$ cat config.mk
export PLATFORM = sky130hd
export DESIGN_NAME = gamepad_servo_jog_integrator_core
export DESIGN_NICKNAME = d
export VERILOG_FILES = /design/src/rtl/gsji_pkg.sv /design/src/rtl/gamepad_servo_jog_integrator_core.sv /design/src/rtl/gsji_cfg.sv /design/src/rtl/gsji_dp.sv /design/src/rtl/gsji_ctrl.sv
export VERILOG_INCLUDE_DIRS = /design/src /design/src/rtl
export SDC_FILE = /design/constraint.sdc
export NUM_CORES = 2
export LEC_CHECK = 0
export ABC_AREA = 1
export BUFFER_PORTS_ARGS = -buffer_cell sky130_fd_sc_hd__buf_2
export CORE_ASPECT_RATIO = 0.8
export CORE_MARGIN = 8
export CORE_UTILIZATION = 35
export DETAILED_ROUTE_END_ITERATION = 7
export PLACE_DENSITY_LB_ADDON = 0.05
export SLEW_MARGIN = 20
export SYNTH_ARGS = -nofsm -noshare
export SYNTH_HDL_FRONTEND = slang
export SYNTH_SLANG_ARGS = --single-unit
$ cat constraint.sdc
create_clock -name clk -period 12.3 [get_ports clk]
set_input_delay 1.23 -clock clk [delete_from_list [all_inputs] [get_ports clk]]
set_output_delay 1.23 -clock clk [all_outputs]
set_load 0.01 [all_outputs]
$ cat src/rtl/gamepad_servo_jog_integrator_core_macros.svh
// ----------------------------------------------------------------------------
// Assertion macros for the gamepad servo jog integrator
// Concurrent checks, removed when SYNTH is defined.
// ----------------------------------------------------------------------------
`ifndef GAMEPAD_SERVO_JOG_INTEGRATOR_CORE_MACROS_SVH
`define GAMEPAD_SERVO_JOG_INTEGRATOR_CORE_MACROS_SVH

`ifndef SYNTH
`define ASSERT_IMPL(lbl, clk, rst_n, ante, cons) \
  lbl: assert property (@(posedge clk) disable iff (!rst_n) (ante) |-> (cons)) \
    else $error("assertion failed");
`define ASSERT_NEXT(lbl, clk, rst_n, ante, cons) \
  lbl: assert property (@(posedge clk) disable iff (!rst_n) (ante) |=> (cons)) \
    else $error("assertion failed");
`else
`define ASSERT_IMPL(lbl, clk, rst_n, ante, cons)
`define ASSERT_NEXT(lbl, clk, rst_n, ante, cons)
`endif

`endif

$ cat src/rtl/gsji_pkg.sv
// ----------------------------------------------------------------------------
// gsji_pkg
// Shared constants, types and helper functions of the servo jog integrator.
// ----------------------------------------------------------------------------
`default_nettype none

package gsji_pkg;

  localparam int NUM_SERVOS    = 6;
  localparam int POSITION_BITS = 12;
  localparam int SERVO_W       = 3;
  localparam int EMIT_N        = (NUM_SERVOS < 6) ? NUM_SERVOS : 6;

  localparam int POS_W      = 16;
  localparam int STEP_W     = 10;
  localparam int DZ_W       = 15;
  localparam int TRIG_W     = 10;
  localparam int HAT_W      = 2;
  localparam int LIMREG_W   = 56;
  localparam int LIMREG_N   = 3;
  localparam int MAP_W      = 18;
  localparam int MASK_W     = 6;
  localparam int CFG_IDX_W  = 3;
  localparam int CFG_DATA_W = 56;
  localparam int PROD_W     = 27;
  localparam int QUO_W      = 17;
  localparam int DELTA_W    = 13;
  localparam int WIDE_W     = 18;

  localparam logic signed [WIDE_W-1:0] SAT_MAX = 18'sd32767;
  localparam logic signed [WIDE_W-1:0] SAT_MIN = -18'sd32768;

  localparam logic [MAP_W-1:0]  CMAP_RST    = 18'd181896;
  localparam logic [MASK_W-1:0] PRESENT_RST = 6'd63;
  localparam logic [MASK_W-1:0] LVALID_RST  = 6'd0;
  localparam logic [STEP_W-1:0] STEP_RST    = 10'd100;
  localparam logic [DZ_W-1:0]   DZ_RST      = 15'd8000;

  localparam logic [HAT_W-1:0] HAT_RIGHT = 2'b01;
  localparam logic [HAT_W-1:0] HAT_LEFT  = 2'b11;

  // control groups in control_map
  localparam int GRP_HAT     = 0;
  localparam int GRP_LSTICK  = 1;
  localparam int GRP_RSTICK  = 2;
  localparam int GRP_BUTTONS = 3;
  localparam int GRP_BUMPERS = 4;
  localparam int GRP_TRIGGER = 5;

  typedef enum logic [CFG_IDX_W-1:0] {
    REG_LIM01   = 3'd0,
    REG_LIM23   = 3'd1,
    REG_LIM45   = 3'd2,
    REG_CMAP    = 3'd3,
    REG_PRESENT = 3'd4,
    REG_LVALID  = 3'd5,
    REG_STEP    = 3'd6,
    REG_DZ      = 3'd7
  } cfg_reg_t;

  typedef logic [LIMREG_N-1:0][LIMREG_W-1:0] lim_regs_t;

  typedef struct packed {
    lim_regs_t          limits;
    logic [MAP_W-1:0]   cmap;
    logic [MASK_W-1:0]  present;
    logic [MASK_W-1:0]  lvalid;
    logic [STEP_W-1:0]  step;
    logic [DZ_W-1:0]    dz;
  } cfg_t;

  typedef enum logic [4:0] {
    OP_NONE  = 5'd0,
    OP_HAT   = 5'd1,
    OP_LMUL  = 5'd2,
    OP_LDIV  = 5'd3,
    OP_LADD  = 5'd4,
    OP_RMUL  = 5'd5,
    OP_RDIV  = 5'd6,
    OP_RADD  = 5'd7,
    OP_WEST  = 5'd8,
    OP_SOUTH = 5'd9,
    OP_BL    = 5'd10,
    OP_BR    = 5'd11,
    OP_TMUL  = 5'd12,
    OP_TDIV  = 5'd13,
    OP_TSET  = 5'd14,
    OP_CLAMP = 5'd15,
    OP_STOP  = 5'd16
  } dp_op_t;

  typedef struct packed {
    dp_op_t             op;
    logic               capture;
    logic               preset;
    logic               emit;
    logic               last;
    logic [SERVO_W-1:0] idx;
  } ctrl_cmd_t;

  typedef struct packed {
    logic out_free;
  } dp_status_t;

  function automatic logic [SERVO_W-1:0] map_target(input logic [MAP_W-1:0] cmap,
                                                    input int grp);
    return cmap[grp*SERVO_W +: SERVO_W];
  endfunction

  function automatic logic servo_ok(input logic [SERVO_W-1:0] s);
    return int'(s) < NUM_SERVOS;
  endfunction

  function automatic logic limits_ok(input logic [MASK_W-1:0] lvalid,
                                     input logic [SERVO_W-1:0] s);
    return servo_ok(s) && (int'(s) < MASK_W) && lvalid[s];
  endfunction

  function automatic logic [POSITION_BITS-1:0] lim_value(input lim_regs_t lims,
                                                         input logic [SERVO_W-1:0] s,
                                                         input logic upper);
    logic [1:0] pidx;
    int         base;
    pidx = (s[2:1] == 2'd3) ? 2'd0 : s[2:1];
    base = (s[0] ? 32 : 0) + (upper ? POSITION_BITS : 0);
    return lims[pidx][base +: POSITION_BITS];
  endfunction

  function automatic logic signed [POS_W-1:0] sat16(input logic signed [WIDE_W-1:0] v);
    logic signed [WIDE_W-1:0] t;
    t = v;
    if (t > SAT_MAX) begin
      t = SAT_MAX;
    end else if (t < SAT_MIN) begin
      t = SAT_MIN;
    end
    return t[POS_W-1:0];
  endfunction

endpackage

`default_nettype wire

$ cat src/rtl/gamepad_servo_jog_integrator_core.sv
// ----------------------------------------------------------------------------
// gamepad_servo_jog_integrator_core
// Six servo position accumulators jogged by gamepad ticks, clamped to
// per-servo limits, one position command per present servo.
// ----------------------------------------------------------------------------
// A preset item emits nothing. A tick steps through accept, then hat, two
// sticks at three steps each, four button steps and three trigger steps
// through the stick and trigger multipliers and constant dividers, then a
// clamp and emit step per servo; a stalled output holds the emit walk.
// A start press emits one stopped item and halts further ticks for good.
`default_nettype none

module gamepad_servo_jog_integrator_core (
  input  wire logic                                 clk,
  input  wire logic                                 rst_n,
  input  wire logic                                 cfg_we,
  input  wire logic [gsji_pkg::CFG_IDX_W-1:0]       cfg_index,
  input  wire logic [gsji_pkg::CFG_DATA_W-1:0]      cfg_wdata,
  input  wire logic                                 in_valid,
  output logic                                      in_stall,
  input  wire logic                                 in_operation,
  input  wire logic signed [gsji_pkg::HAT_W-1:0]    in_hat_x,
  input  wire logic signed [gsji_pkg::POS_W-1:0]    in_left_stick_y,
  input  wire logic signed [gsji_pkg::POS_W-1:0]    in_right_stick_y,
  input  wire logic                                 in_button_west,
  input  wire logic                                 in_button_south,
  input  wire logic                                 in_bumper_left,
  input  wire logic                                 in_bumper_right,
  input  wire logic [gsji_pkg::TRIG_W-1:0]          in_trigger_right,
  input  wire logic                                 in_button_start,
  input  wire logic [gsji_pkg::SERVO_W-1:0]         in_preset_servo,
  input  wire logic signed [gsji_pkg::POS_W-1:0]    in_preset_position,
  output logic                                      out_valid,
  input  wire logic                                 out_stall,
  output logic [gsji_pkg::SERVO_W-1:0]              out_servo_number,
  output logic signed [gsji_pkg::POS_W-1:0]         out_commanded_position,
  output logic                                      out_stopped,
  output logic                                      out_last_of_tick
);

  gsji_pkg::cfg_t       cfg;
  gsji_pkg::ctrl_cmd_t  cmd;
  gsji_pkg::dp_status_t sts;

  gsji_cfg u_cfg (
    .clk       (clk),
    .rst_n     (rst_n),
    .cfg_we    (cfg_we),
    .cfg_index (cfg_index),
    .cfg_wdata (cfg_wdata),
    .cfg       (cfg)
  );

  gsji_ctrl u_ctrl (
    .clk             (clk),
    .rst_n           (rst_n),
    .cfg             (cfg),
    .sts             (sts),
    .in_valid        (in_valid),
    .in_operation    (in_operation),
    .in_button_start (in_button_start),
    .in_stall        (in_stall),
    .cmd             (cmd)
  );

  gsji_dp u_dp (
    .clk                    (clk),
    .rst_n                  (rst_n),
    .cfg                    (cfg),
    .cmd                    (cmd),
    .sts                    (sts),
    .in_hat_x               (in_hat_x),
    .in_left_stick_y        (in_left_stick_y),
    .in_right_stick_y       (in_right_stick_y),
    .in_button_west         (in_button_west),
    .in_button_south        (in_button_south),
    .in_bumper_left         (in_bumper_left),
    .in_bumper_right        (in_bumper_right),
    .in_trigger_right       (in_trigger_right),
    .in_preset_servo        (in_preset_servo),
    .in_preset_position     (in_preset_position),
    .out_valid              (out_valid),
    .out_stall              (out_stall),
    .out_servo_number       (out_servo_number),
    .out_commanded_position (out_commanded_position),
    .out_stopped            (out_stopped),
    .out_last_of_tick       (out_last_of_tick)
  );

endmodule

`default_nettype wire

$ cat src/rtl/gsji_cfg.sv
// ----------------------------------------------------------------------------
// gsji_cfg
// Configuration register file: limits, control map, masks, step, dead zone.
// ----------------------------------------------------------------------------
`default_nettype none

module gsji_cfg (
  input  wire logic                                 clk,
  input  wire logic                                 rst_n,
  input  wire logic                                 cfg_we,
  input  wire logic [gsji_pkg::CFG_IDX_W-1:0]       cfg_index,
  input  wire logic [gsji_pkg::CFG_DATA_W-1:0]      cfg_wdata,
  output gsji_pkg::cfg_t                            cfg
);

  gsji_pkg::cfg_t cfg_r;

  always_ff @(posedge clk) begin
    if (!rst_n) begin
      cfg_r.limits  <= '0;
      cfg_r.cmap    <= gsji_pkg::CMAP_RST;
      cfg_r.present <= gsji_pkg::PRESENT_RST;
      cfg_r.lvalid  <= gsji_pkg::LVALID_RST;
      cfg_r.step    <= gsji_pkg::STEP_RST;
      cfg_r.dz      <= gsji_pkg::DZ_RST;
    end else if (cfg_we) begin
      case (gsji_pkg::cfg_reg_t'(cfg_index))
        gsji_pkg::REG_LIM01:   cfg_r.limits[0] <= cfg_wdata[gsji_pkg::LIMREG_W-1:0];
        gsji_pkg::REG_LIM23:   cfg_r.limits[1] <= cfg_wdata[gsji_pkg::LIMREG_W-1:0];
        gsji_pkg::REG_LIM45:   cfg_r.limits[2] <= cfg_wdata[gsji_pkg::LIMREG_W-1:0];
        gsji_pkg::REG_CMAP:    cfg_r.cmap      <= cfg_wdata[gsji_pkg::MAP_W-1:0];
        gsji_pkg::REG_PRESENT: cfg_r.present   <= cfg_wdata[gsji_pkg::MASK_W-1:0];
        gsji_pkg::REG_LVALID:  cfg_r.lvalid    <= cfg_wdata[gsji_pkg::MASK_W-1:0];
        gsji_pkg::REG_STEP:    cfg_r.step      <= cfg_wdata[gsji_pkg::STEP_W-1:0];
        gsji_pkg::REG_DZ:      cfg_r.dz        <= cfg_wdata[gsji_pkg::DZ_W-1:0];
        default: ;
      endcase
    end
  end

  assign cfg = cfg_r;

endmodule

`default_nettype wire

$ cat src/rtl/gsji_dp.sv
// ----------------------------------------------------------------------------
// gsji_dp
// Datapath: position accumulators, stick and trigger multipliers, constant dividers,
// saturation, clamp and the output register.
// ----------------------------------------------------------------------------
`default_nettype none

module gsji_dp (
  input  wire logic                                   clk,
  input  wire logic                                   rst_n,
  input  gsji_pkg::cfg_t                              cfg,
  input  gsji_pkg::ctrl_cmd_t                         cmd,
  output gsji_pkg::dp_status_t                        sts,
  input  wire logic signed [gsji_pkg::HAT_W-1:0]      in_hat_x,
  input  wire logic signed [gsji_pkg::POS_W-1:0]      in_left_stick_y,
  input  wire logic signed [gsji_pkg::POS_W-1:0]      in_right_stick_y,
  input  wire logic                                   in_button_west,
  input  wire logic                                   in_button_south,
  input  wire logic                                   in_bumper_left,
  input  wire logic                                   in_bumper_right,
  input  wire logic [gsji_pkg::TRIG_W-1:0]            in_trigger_right,
  input  wire logic [gsji_pkg::SERVO_W-1:0]           in_preset_servo,
  input  wire logic signed [gsji_pkg::POS_W-1:0]      in_preset_position,
  output logic                                        out_valid,
  input  wire logic                                   out_stall,
  output logic [gsji_pkg::SERVO_W-1:0]                out_servo_number,
  output logic signed [gsji_pkg::POS_W-1:0]           out_commanded_position,
  output logic                                        out_stopped,
  output logic                                        out_last_of_tick
);

  localparam int PB = gsji_pkg::POSITION_BITS;

  logic signed [gsji_pkg::POS_W-1:0] pos_r [gsji_pkg::NUM_SERVOS];

  logic [gsji_pkg::HAT_W-1:0]         hat_r;
  logic signed [gsji_pkg::POS_W-1:0]  lsy_r;
  logic signed [gsji_pkg::POS_W-1:0]  rsy_r;
  logic                               west_r;
  logic                               south_r;
  logic                               bl_r;
  logic                               br_r;
  logic [gsji_pkg::TRIG_W-1:0]        trig_r;
  logic [gsji_pkg::PROD_W-1:0]        prod_r;
  logic [gsji_pkg::QUO_W-1:0]         q_r;
  logic                               tneg_r;

  logic                                out_valid_r;
  logic [gsji_pkg::SERVO_W-1:0]        out_num_r;
  logic signed [gsji_pkg::POS_W-1:0]   out_pos_r;
  logic                                out_stop_r;
  logic                                out_last_r;

  logic [gsji_pkg::SERVO_W-1:0]        sel;
  logic signed [gsji_pkg::POS_W-1:0]   rd;
  logic [PB-1:0]                       up_v;
  logic [PB-1:0]                       lo_v;
  logic signed [gsji_pkg::WIDE_W-1:0]  up_w;
  logic signed [gsji_pkg::WIDE_W-1:0]  lo_w;

  logic signed [gsji_pkg::POS_W-1:0]   stick;
  logic signed [gsji_pkg::POS_W:0]     stick17;
  logic signed [gsji_pkg::POS_W:0]     mag17;
  logic signed [gsji_pkg::POS_W-1:0]   vz;
  logic [gsji_pkg::POS_W-1:0]          off;
  logic [gsji_pkg::PROD_W-1:0]         prod_stick;
  logic signed [PB:0]                  ldiff;
  logic signed [PB:0]                  labs;
  logic [gsji_pkg::PROD_W-1:0]         prod_trig;

  logic [10:0]                         sq0;
  logic [gsji_pkg::QUO_W-1:0]          srem;
  logic [gsji_pkg::QUO_W-1:0]          squo;
  logic [gsji_pkg::PROD_W:0]           tsum;
  logic [gsji_pkg::PROD_W:0]           trem;
  logic [gsji_pkg::QUO_W-1:0]          tquo;
  logic signed [gsji_pkg::WIDE_W-1:0]  tval;

  logic signed [gsji_pkg::DELTA_W-1:0] delta;
  logic signed [gsji_pkg::DELTA_W-1:0] step_s;
  logic signed [gsji_pkg::DELTA_W-1:0] half_s;
  logic signed [gsji_pkg::WIDE_W-1:0]  csum;
  logic signed [gsji_pkg::WIDE_W-1:0]  cval;
  logic signed [gsji_pkg::POS_W-1:0]   wval;
  logic                                wen;
  logic                                load;

  // target servo per operation
  always_comb begin
    case (cmd.op)
      gsji_pkg::OP_HAT:   sel = gsji_pkg::map_target(cfg.cmap, gsji_pkg::GRP_HAT);
      gsji_pkg::OP_LADD:  sel = gsji_pkg::map_target(cfg.cmap, gsji_pkg::GRP_LSTICK);
      gsji_pkg::OP_RADD:  sel = gsji_pkg::map_target(cfg.cmap, gsji_pkg::GRP_RSTICK);
      gsji_pkg::OP_WEST,
      gsji_pkg::OP_SOUTH: sel = gsji_pkg::map_target(cfg.cmap, gsji_pkg::GRP_BUTTONS);
      gsji_pkg::OP_BL,
      gsji_pkg::OP_BR:    sel = gsji_pkg::map_target(cfg.cmap, gsji_pkg::GRP_BUMPERS);
      gsji_pkg::OP_TMUL,
      gsji_pkg::OP_TSET:  sel = gsji_pkg::map_target(cfg.cmap, gsji_pkg::GRP_TRIGGER);
      gsji_pkg::OP_CLAMP: sel = cmd.idx;
      default:            sel = '0;
    endcase
  end

  assign rd   = gsji_pkg::servo_ok(sel) ? pos_r[sel] : '0;
  assign up_v = gsji_pkg::lim_value(cfg.limits, sel, 1'b1);
  assign lo_v = gsji_pkg::lim_value(cfg.limits, sel, 1'b0);
  assign up_w = $signed(gsji_pkg::WIDE_W'(up_v));
  assign lo_w = $signed(gsji_pkg::WIDE_W'(lo_v));

  // multiply operands
  always_comb begin
    stick      = (cmd.op == gsji_pkg::OP_RMUL) ? rsy_r : lsy_r;
    stick17    = {stick[gsji_pkg::POS_W-1], stick};
    mag17      = stick17[gsji_pkg::POS_W] ? -stick17 : stick17;
    vz         = (mag17 < $signed({2'b00, cfg.dz})) ? '0 : stick;
    off        = {~vz[gsji_pkg::POS_W-1], vz[gsji_pkg::POS_W-2:0]};
    prod_stick = gsji_pkg::PROD_W'(off) * gsji_pkg::PROD_W'({cfg.step, 1'b0});
    ldiff      = $signed({1'b0, lo_v}) - $signed({1'b0, up_v});
    labs       = ldiff[PB] ? -ldiff : ldiff;
    prod_trig  = gsji_pkg::PROD_W'(trig_r) * gsji_pkg::PROD_W'(labs[PB-1:0]);
  end

  // divide by 65535 and by 1023
  always_comb begin
    sq0  = prod_r[gsji_pkg::PROD_W-1:16];
    srem = gsji_pkg::QUO_W'(prod_r[15:0]) + gsji_pkg::QUO_W'(sq0);
    squo = gsji_pkg::QUO_W'(sq0) + gsji_pkg::QUO_W'(srem >= 17'd65535);
    tsum = (gsji_pkg::PROD_W+1)'(prod_r) + (gsji_pkg::PROD_W+1)'(prod_r >> 10)
         + (gsji_pkg::PROD_W+1)'(prod_r >> 20);
    trem = (gsji_pkg::PROD_W+1)'(prod_r) + (gsji_pkg::PROD_W+1)'(q_r)
         - ((gsji_pkg::PROD_W+1)'(q_r) << 10);
    tquo = q_r + gsji_pkg::QUO_W'(trem >= 28'd1023);
    tval = tneg_r ? -$signed(gsji_pkg::WIDE_W'(tquo)) : $signed(gsji_pkg::WIDE_W'(tquo));
  end

  // write value
  always_comb begin
    step_s = $signed(gsji_pkg::DELTA_W'(cfg.step));
    half_s = $signed(gsji_pkg::DELTA_W'(cfg.step >> 1));
    case (cmd.op)
      gsji_pkg::OP_HAT: begin
        if (hat_r == gsji_pkg::HAT_RIGHT) begin
          delta = half_s;
        end else if (hat_r == gsji_pkg::HAT_LEFT) begin
          delta = -half_s;
        end else begin
          delta = '0;
        end
      end
      gsji_pkg::OP_LADD,
      gsji_pkg::OP_RADD:  delta = $signed(gsji_pkg::DELTA_W'(q_r)) - step_s;
      gsji_pkg::OP_WEST:  delta = west_r  ? -step_s : '0;
      gsji_pkg::OP_SOUTH: delta = south_r ? step_s  : '0;
      gsji_pkg::OP_BL:    delta = bl_r    ? step_s  : '0;
      gsji_pkg::OP_BR:    delta = br_r    ? -step_s : '0;
      default:            delta = '0;
    endcase
    csum = gsji_pkg::WIDE_W'(rd) + gsji_pkg::WIDE_W'(delta);

    cval = gsji_pkg::WIDE_W'(rd);
    if (gsji_pkg::limits_ok(cfg.lvalid, sel)) begin
      if (cval > up_w) begin
        cval = up_w;
      end
      if (cval < lo_w) begin
        cval = lo_w;
      end
    end

    case (cmd.op)
      gsji_pkg::OP_HAT, gsji_pkg::OP_LADD, gsji_pkg::OP_RADD, gsji_pkg::OP_WEST,
      gsji_pkg::OP_SOUTH, gsji_pkg::OP_BL, gsji_pkg::OP_BR: begin
        wval = gsji_pkg::sat16(csum);
        wen  = gsji_pkg::servo_ok(sel);
      end
      gsji_pkg::OP_TSET: begin
        wval = gsji_pkg::sat16(tval + up_w);
        wen  = gsji_pkg::limits_ok(cfg.lvalid, sel);
      end
      gsji_pkg::OP_CLAMP: begin
        wval = gsji_pkg::sat16(cval);
        wen  = 1'b1;
      end
      default: begin
        wval = '0;
        wen  = 1'b0;
      end
    endcase
  end

  always_ff @(posedge clk) begin
    if (!rst_n) begin
      for (int i = 0; i < gsji_pkg::NUM_SERVOS; i++) begin
        pos_r[i] <= '0;
      end
    end else if (cmd.preset) begin
      if (gsji_pkg::servo_ok(in_preset_servo)) begin
        pos_r[in_preset_servo] <= in_preset_position;
      end
    end else if (wen) begin
      pos_r[sel] <= wval;
    end
  end

  always_ff @(posedge clk) begin
    if (cmd.capture) begin
      hat_r   <= in_hat_x;
      lsy_r   <= in_left_stick_y;
      rsy_r   <= in_right_stick_y;
      west_r  <= in_button_west;
      south_r <= in_button_south;
      bl_r    <= in_bumper_left;
      br_r    <= in_bumper_right;
      trig_r  <= in_trigger_right;
    end
    case (cmd.op)
      gsji_pkg::OP_LMUL,
      gsji_pkg::OP_RMUL: prod_r <= prod_stick;
      gsji_pkg::OP_TMUL: begin
        prod_r <= prod_trig;
        tneg_r <= ldiff[PB];
      end
      gsji_pkg::OP_LDIV,
      gsji_pkg::OP_RDIV: q_r <= squo;
      gsji_pkg::OP_TDIV: q_r <= tsum[gsji_pkg::QUO_W+9:10];
      default: ;
    endcase
  end

  // output register
  assign load         = ((cmd.op == gsji_pkg::OP_CLAMP) && cmd.emit)
                      || (cmd.op == gsji_pkg::OP_STOP);
  assign sts.out_free = !out_valid_r || !out_stall;

  always_ff @(posedge clk) begin
    if (!rst_n) begin
      out_valid_r <= 1'b0;
    end else if (load) begin
      out_valid_r <= 1'b1;
    end else if (!out_stall) begin
      out_valid_r <= 1'b0;
    end
  end

  always_ff @(posedge clk) begin
    if (load) begin
      if (cmd.op == gsji_pkg::OP_STOP) begin
        out_num_r  <= '0;
        out_pos_r  <= '0;
        out_stop_r <= 1'b1;
        out_last_r <= 1'b1;
      end else begin
        out_num_r  <= cmd.idx;
        out_pos_r  <= wval;
        out_stop_r <= 1'b0;
        out_last_r <= cmd.last;
      end
    end
  end

  assign out_valid              = out_valid_r;
  assign out_servo_number       = out_num_r;
  assign out_commanded_position = out_pos_r;
  assign out_stopped            = out_stop_r;
  assign out_last_of_tick       = out_last_r;

endmodule

`default_nettype wire

$ cat src/rtl/gsji_ctrl.sv
// ----------------------------------------------------------------------------
// gsji_ctrl
// Sequencer: accepts items, steps the datapath through one tick, walks the
// servos for clamp and emit, and keeps the halted flag.
// ----------------------------------------------------------------------------
`default_nettype none

`include "gamepad_servo_jog_integrator_core_macros.svh"

module gsji_ctrl (
  input  wire logic             clk,
  input  wire logic             rst_n,
  input  gsji_pkg::cfg_t        cfg,
  input  gsji_pkg::dp_status_t  sts,
  input  wire logic             in_valid,
  input  wire logic             in_operation,
  input  wire logic             in_button_start,
  output logic                  in_stall,
  output gsji_pkg::ctrl_cmd_t   cmd
);

  typedef enum logic [16:0] {
    ST_IDLE  = 17'h00001,
    ST_HAT   = 17'h00002,
    ST_LMUL  = 17'h00004,
    ST_LDIV  = 17'h00008,
    ST_LADD  = 17'h00010,
    ST_RMUL  = 17'h00020,
    ST_RDIV  = 17'h00040,
    ST_RADD  = 17'h00080,
    ST_WEST  = 17'h00100,
    ST_SOUTH = 17'h00200,
    ST_BL    = 17'h00400,
    ST_BR    = 17'h00800,
    ST_TMUL  = 17'h01000,
    ST_TDIV  = 17'h02000,
    ST_TSET  = 17'h04000,
    ST_EMIT  = 17'h08000,
    ST_STOP  = 17'h10000
  } state_t;

  state_t                             state_r, state_nxt;
  logic [gsji_pkg::SERVO_W-1:0]       idx_r, idx_nxt;
  logic                               halted_r, halted_nxt;
  logic                               present_i;
  logic [gsji_pkg::MASK_W-1:0]        above;
  logic                               last_i;

  assign present_i = cfg.present[idx_r];
  assign above     = cfg.present >> ({1'b0, idx_r} + 4'd1);
  assign last_i    = present_i && (above == '0);

  always_comb begin
    state_nxt   = state_r;
    idx_nxt     = idx_r;
    halted_nxt  = halted_r;
    in_stall    = (state_r != ST_IDLE);
    cmd         = '0;
    cmd.op      = gsji_pkg::OP_NONE;
    case (state_r)
      ST_IDLE: begin
        if (in_valid) begin
          if (in_operation) begin
            cmd.preset = 1'b1;
          end else if (!halted_r) begin
            if (in_button_start) begin
              halted_nxt = 1'b1;
              state_nxt  = ST_STOP;
            end else begin
              cmd.capture = 1'b1;
              state_nxt   = ST_HAT;
            end
          end
        end
      end
      ST_HAT: begin
        cmd.op    = gsji_pkg::OP_HAT;
        state_nxt = ST_LMUL;
      end
      ST_LMUL: begin
        cmd.op    = gsji_pkg::OP_LMUL;
        state_nxt = ST_LDIV;
      end
      ST_LDIV: begin
        cmd.op    = gsji_pkg::OP_LDIV;
        state_nxt = ST_LADD;
      end
      ST_LADD: begin
        cmd.op    = gsji_pkg::OP_LADD;
        state_nxt = ST_RMUL;
      end
      ST_RMUL: begin
        cmd.op    = gsji_pkg::OP_RMUL;
        state_nxt = ST_RDIV;
      end
      ST_RDIV: begin
        cmd.op    = gsji_pkg::OP_RDIV;
        state_nxt = ST_RADD;
      end
      ST_RADD: begin
        cmd.op    = gsji_pkg::OP_RADD;
        state_nxt = ST_WEST;
      end
      ST_WEST: begin
        cmd.op    = gsji_pkg::OP_WEST;
        state_nxt = ST_SOUTH;
      end
      ST_SOUTH: begin
        cmd.op    = gsji_pkg::OP_SOUTH;
        state_nxt = ST_BL;
      end
      ST_BL: begin
        cmd.op    = gsji_pkg::OP_BL;
        state_nxt = ST_BR;
      end
      ST_BR: begin
        cmd.op    = gsji_pkg::OP_BR;
        state_nxt = ST_TMUL;
      end
      ST_TMUL: begin
        cmd.op    = gsji_pkg::OP_TMUL;
        state_nxt = ST_TDIV;
      end
      ST_TDIV: begin
        cmd.op    = gsji_pkg::OP_TDIV;
        state_nxt = ST_TSET;
      end
      ST_TSET: begin
        cmd.op    = gsji_pkg::OP_TSET;
        idx_nxt   = '0;
        state_nxt = ST_EMIT;
      end
      ST_EMIT: begin
        cmd.idx  = idx_r;
        cmd.last = last_i;
        if (!present_i || sts.out_free) begin
          cmd.op   = gsji_pkg::OP_CLAMP;
          cmd.emit = present_i;
          if (int'(idx_r) == gsji_pkg::EMIT_N - 1) begin
            state_nxt = ST_IDLE;
          end else begin
            idx_nxt = idx_r + 1'b1;
          end
        end
      end
      ST_STOP: begin
        if (sts.out_free) begin
          cmd.op    = gsji_pkg::OP_STOP;
          state_nxt = ST_IDLE;
        end
      end
      default: begin
        state_nxt = ST_IDLE;
      end
    endcase
  end

  always_ff @(posedge clk) begin
    if (!rst_n) begin
      state_r  <= ST_IDLE;
      idx_r    <= '0;
      halted_r <= 1'b0;
    end else begin
      state_r  <= state_nxt;
      idx_r    <= idx_nxt;
      halted_r <= halted_nxt;
    end
  end

  `ASSERT_IMPL(a_emit_needs_room, clk, rst_n, cmd.emit, sts.out_free)
  `ASSERT_NEXT(a_halt_sticky, clk, rst_n, halted_r, halted_r)
  `ASSERT_IMPL(a_idx_range, clk, rst_n, state_r == ST_EMIT, int'(idx_r) < gsji_pkg::EMIT_N)
  `ASSERT_IMPL(a_no_tick_halted, clk, rst_n, cmd.capture, !halted_r)

endmodule

`default_nettype wire

**After elaboration in Yosys (flattened, before gate mapping)**

Memories as Yosys holds them, arrays and structs flattened.
Cells that the tools add are included.

- Memories kept: 1
- Register bits after elaboration: 359
- Logic and storage cells: 235
- Output and inout port bits: 23
- Memory bits (writable): 96
- Input port bits: 133

- Equal/unequal tests: 53
- Add/sub/neg operators: 19
- Multiply operators: 2
- Magnitude comparators: 16
- Reductions and logical operators: 34
- Bitwise operators: 2
- Shift-type cells: 3
- Mux-type cells: 78

Memory list:

| memory | words | width | rd ports | clocked after Yosys merged registers in | wr ports | line | RTL |
|---|---|---|---|---|---|---|---|
| u_dp.pos_r | 6 | 16 | 1 | 0 | 6 | gsji_dp.sv:34 | `logic signed [gsji_pkg::POS_W-1:0] pos_r [gsji_pkg::NUM_SERVOS];` |

Operators with widths:

| kind | count |
|---|---|
| $pmux 17 s17 | 1 |
| $mux 16 | 11 |
| $mux 17 | 8 |
| $bmux 56 s2 | 1 |
| $shiftx 56x32->12 | 2 |
| $mux 18 | 5 |
| $pmux 5 s16 | 1 |
| $pmux 13 s6 | 1 |
| $mux 56 | 1 |
| $pmux 27 s2 | 1 |
| $mux 13 | 4 |
| $pmux 16 s3 | 1 |
| $eq 5x4->1 const B | 8 |
| $gt 18x16->1 const B | 2 |
| $lt 18x16->1 const B | 2 |
| $pmux 17 s2 | 1 |
| $add 32x5->32 const B | 1 |
| $reduce_or 16->1 | 2 |
| $add 27x17->28 | 1 |
| $ge 28x10->1 const B | 1 |
| $sub 28x27->28 | 1 |
| $add 27x17->27 | 1 |
| $add 27x7->27 | 1 |
| $mul 16x10->26 | 1 |
| 78 further kinds | 148 |

**Longest topological paths before layout**

- Depth in word-level cells: 25
- Depth in mapped cells: 64
- Depth with buffers taken out: 61

**By module**

Synthesis repeated with hierarchy kept, for this count alone.

- Cells, all modules: 5398
- Area, all modules: 39842.0 um^2

By module, submodules not included:

| module | times used | area an instance (um^2) | cells each |
|---|---|---|---|
| gsji_dp | 1 | 29369.4 | 3870 |
| gsji_cfg | 1 | 8757.1 | 1262 |
| gsji_ctrl | 1 | 1715.4 | 266 |

**Worst setup path before layout**

OpenSTA, ideal clock, no wires.

- Kind: input-to-reg
- From: input out_stall
- To: register u_dp.prod_r[20] (netlist bit) (data pin)
- Cell stages on the path: 56
- Slack: 2.250 ns
- Data arrival time: 9.796 ns
- Path through: nand2_1 -> inv_1 -> nand2_2 -> nand3_1 -> o211ai_1 -> nor2_2 -> nand2_1 -> buf_4 -> buf_4 -> buf_2 -> nand3_1 -> o211ai_1 -> nand2_1 -> inv_1 -> ha_1 -> fa_1 -> o21ai_0 -> a21oi_1 -> [20 not listed] -> fa_1 -> inv_1 -> ha_1 -> a21oi_1 -> o21bai_1 -> nand2_1 -> nand2_1 -> a21oi_1 -> o21ai_0 -> a21boi_0 -> o21ai_0 -> nand2_1 -> nand2_1 -> a21oi_1 -> inv_1 -> nand2_1 -> nand3_1 -> nand2_1

- Elaborated cells on any way between the ends: 43

RTL lines:

| element | line | RTL |
|---|---|---|
| start: declaration | gamepad_servo_jog_integrator_core.sv:34 | `input wire logic out_stall,` |
| $logic_not 1->1 (*) | gsji_dp.sv:234 | `assign sts.out_free = !out_valid_r \|\| !out_stall;` |
| $logic_or 1x1->1 (*) | gsji_dp.sv:234 |  |
| $logic_or 1x1->1 | gsji_ctrl.sv:136 | `if (!present_i \|\| sts.out_free) begin` |
| $mux 4 | gsji_ctrl.sv:136 |  |
| $pmux 5 s16 (*) | gsji_ctrl.sv:60 | `case (state_r)` |
| $eq 5x4->1 | gsji_dp.sv:90 | `case (cmd.op)` |
| $reduce_or 2->1 | gsji_dp.sv:90 |  |
| $pmux 3 s7 (*) | gsji_dp.sv:90 |  |
| parallel branches: the longest is 5 deep, another holds $add 32x5->32 | -- |  |
| $sub 12x12->13 (*) | gsji_dp.sv:119 | `ldiff = $signed({1'b0, lo_v}) - $signed({1'b0, up_v});` |
| net u_dp.ldiff[12] | gsji_dp.sv:67 | `logic signed [PB:0] ldiff;` |
| $mux 12 (*) | gsji_dp.sv:120 | `labs = ldiff[PB] ? -ldiff : ldiff;` |
| $mul 10x12->22 (*) | gsji_dp.sv:121 | `prod_trig = gsji_pkg::PROD_W'(trig_r) * gsji_pkg::PROD_W'(labs[PB-1:0]);` |
| $pmux 27 s2 (*) | gsji_dp.sv:217 | `case (cmd.op)` |
| end signal: assignment | gsji_dp.sv:219 | `gsji_pkg::OP_RMUL: prod_r <= prod_stick;` |
| end signal: assignment | gsji_dp.sv:221 | `prod_r <= prod_trig;` |
| end: declaration | gsji_dp.sv:44 | `logic [gsji_pkg::PROD_W-1:0] prod_r;` |

Mark *: on every way through the listed nets, which the timed path passes. The select of a mux whose other input is x is not followed.
A chain may end at the register's enable or synchronous reset.

**Worst setup path in the final report**

- From: register u_ctrl.state_r[0]
- To: register u_dp.prod_r[20] (netlist bit) (data pin)

- Longest elaborated chain between the ends: 15
- Elaborated cells on any way between the ends: 55

Ends and longest elaborated chain:

| element | line | RTL |
|---|---|---|
| start: declaration | gsji_ctrl.sv:42 | `state_t state_r, state_nxt;` |
| start signal: assignment | gsji_ctrl.sv:164 | `state_r <= state_nxt;` |
| parallel branches: the longest is 14 deep, another holds $add 32x5->32 | -- |  |
| $pmux 27 s2 (*) | gsji_dp.sv:217 |  |

Mark *: on every way between the ends. The select of a mux whose other input is x is not followed.

==> results.ini <==
[outcome]
status=completed

[placement]
dp_slack_ps=597
io_buffers=147
gp_congestion=0.880
hpwl_mm=98.7
place_area_um2=39100
dp.cells=6280

[clock_tree]
cts_made_buffers=52
path_clk_slew_ps=60
clk_latency_ps=650
tritoncts=done
root_buffer=clkbuf_16
cts_buffer_depth=3
htree_levels=2
clock_sinks=433
cts_hold_buf=0

[critical_path]
worstPathArrival_ps=11740
criticalPathCategory=flop to flop
cp_common_cell=nand2_1
crit_required_ps=12650
worstSetupStartpointType=flop
worst_setup_path_end_kind=flop
cpPeakStageDelay_ps=590
cp_max_fo=31
slowest_stage=fa_1

[synthesis]
synth-edff-count=212
netlist.area_leader.share_pct=17.2
synth_nets=5485
avgSynthCellArea_um2=7.64
ys_warn_count=0
synth_seq_cells=433
synth.distinct_cells=71
synth_area_um2=37000
synthArstFlopShare_pct=0
ys.flop_type=dfxtp_1
yosys.area.top_type=edfxtp_1
ys_seq_area_share_pct=29.2
synth_cells=4846
netlist_top_cells_area=edfxtp_1 (17%), dfxtp_1 (12%), fa_1 (11%), ha_1 (10%), nand2_1 (9.2%)

[sta]
rsz0062_at_grt=no
finalSetupTns_ps=0
hold_viol_final=0
fmax_ghz=0.0878
worst_slack_ps=905
setup_viol=0
drv_slew=0
clock_skew_ps=59.7
maxSlewHeadroom_pct=25.9
min_period_ps=11390
worst_pin_slew_ps=1110
fin_crit_sh_pct=92.6

[drt]
wl_mm=129
drt_first_pass_iters=6
drc=0
via_per_inst=5.07
first_iter_violations=2281
route.vias.total=32331
post_drt_wl_per_cell_um=20.2
route.antenna.remaining_nets=0

[worst_hold_path]
hold_path.class=flop to flop

[power_and_ir_drop]
cellLeakagePower_nw=19.2
powerDensity_nw_per_um2=189
peakVddDrop_mv=0.473

[grt]
grt_pass1_vias=31054
grt_pass1_wl_mm=195
met2_usage_pct=30.6
grt.overflow.total=0
grt_util_met3_pct=4.22
grt-busiest-layer=met1
antenna_found_initial=8
grt_max_degree=89
grt_util_met1_pct=33.3
grtUsageTotal_pct=21.4

[die]
ios=156
core_area_um2=105000
rows=106
dieArea_um2=116000
start_util_pct=35.4
die_h_um=307
die_x_um=380

[cells_and_area]
nets=5570
drive_above_1_share_pct=8.71
syn2layout_area_growth_pct=10.4
fin_cells=6377
fill_cells=11045
design_area_um2=40900

[run]
max_cap_violations=0

[flip-flops by register name (all words and copies together), names as in the netlist, 2 cells and up]
name                         count
u_ctrl.state_r                  17
u_dp.q_r                        17
u_dp.out_servo_number            3
u_dp.out_commanded_position     16
u_dp.prod_r                     27
u_dp.hat_r                       2
u_ctrl.idx_r                     3
u_dp.rsy_r                      16
u_cfg.cfg                      199
u_dp.pos_r                      98
u_dp.lsy_r                      16
u_dp.trig_r                     10
[cell usage after synthesis (29+ instances only)]
master	count
nor3_1	47
nand3_1	236
nor2_1	680
fa_1	206
a21oi_1	317
nand4_1	48
xnor2_1	35
inv_1	619
o21ai_0	336
xor2_1	90
buf_2	29
nand2_2	37
nand2_1	904
ha_1	300
o211ai_1	69
clkbuf_1	105
dfxtp_1	221
edfxtp_1	212
[cells by family (layout without fill, tap and decap cells)]
group                    Yosys count  count (layout)  synth area share (%)
AO/OA/AOI/OAI                    876             876                  13.4
XOR/XNOR                         125             125                  2.96
adder cells (fa/ha/maj)          506             506                  21.3
buffers and inverters            824             949                  8.82
flip-flops                       433             433                  29.2
multiplexers                      15              15                 0.406
other                              0               2                     0
AND/OR/NAND/NOR                 2067            2067                  24.0
[layout make-up]
type                    count  area, um^2  area share, %
well taps                1404        1760           4.30
clock inverters            25         255          0.625
flip-flops and latches    433       10800           26.4
clock buffers              69        1430           3.49
repair buffers            196        1120           2.75
diodes                      2        5.00         0.0122
multi-input cells        3589       23000           56.4
inverters                 659        2480           6.06
[stage by stage]
| stage | utilization [%] | hold slack (ps) | total power [mW] |
|---|---|---|---|
| CTS | 39.0 | 456 | 7.82 |
| global placement | 37.4 | 442 | 6.23 |
| global route | 39.0 | 479 | 8.55 |
| finish | 39.0 | 451 | 7.74 |
| detailed placement | 37.4 | 447 | 6.21 |
| floorplan | - | 425 | 4.92 |
[cells in the final DEF, fill, tap and decap left out, types with 14 or more instances in the layout]
master and count:
inv_1 616, ha_1 300, xnor2_1 35, o31ai_1 19, clkinv_1 21, or2_2 17
dfxtp_1 221, o21bai_1 27, inv_2 27, buf_2 146, clkbuf_16 52, xor2_1 90
edfxtp_1 212, nor3_1 46, o21ai_0 335, nand4_1 48, nand2_2 38, fa_1 206
o211ai_1 69, buf_4 48, nor2_1 677, nand3b_1 19, mux2i_1 15, nand3_1 235
a21oi_1 317, nand2_1 902, o21ai_1 14
[critical path, delay by kind of cell, from the launching register on]
| family | cells | cell delay, ps |
|---|---|---|
| adders and majority gates | 8 | 3610 |
| AOI/OAI and AO/OA | 17 | 3060 |
| and+or+nand+nor | 22 | 2490 |
| buffers and inverters | 10 | 1520 |
| DFF | 1 | 360 |
[worst paths after layout]
kind / to / cells past startpoint / startpoint / slack [ps]
min reg2reg: u_cfg.cfg[0] / 2 / u_cfg.cfg[0] / 450
min: u_cfg.cfg[0] / 2 / u_cfg.cfg[0] / 450
max: u_dp.prod_r[20] / 57 / u_ctrl.state_r[0] / 910
max reg2reg: u_dp.prod_r[20] / 57 / u_ctrl.state_r[0] / 910
[repair_timing]
item / in CTS / in global routing
buffers inserted: 0 / 1
setup endpoints to repair: 0 / 2
resized for setup: 0 / 3
[report_power, final]
| group | switching (mW) | total (mW) | internal (mW) |
|---|---|---|---|
| Combinational | 2.86 | 4.54 | 1.68 |
| Sequential | 0.0349 | 1.65 | 1.61 |
| Clock | 0.673 | 1.56 | 0.882 |
| Total | 3.56 | 7.74 | 4.18 |
[metal layers]
metal  routed length [um]  vias up
met5                   10        -
met4                 2080        2
met3                 8710      105
met2                51900      851
met1                66400    15305
li1                     -    16068
Note: power is estimated with default switching activity, not from simulation.
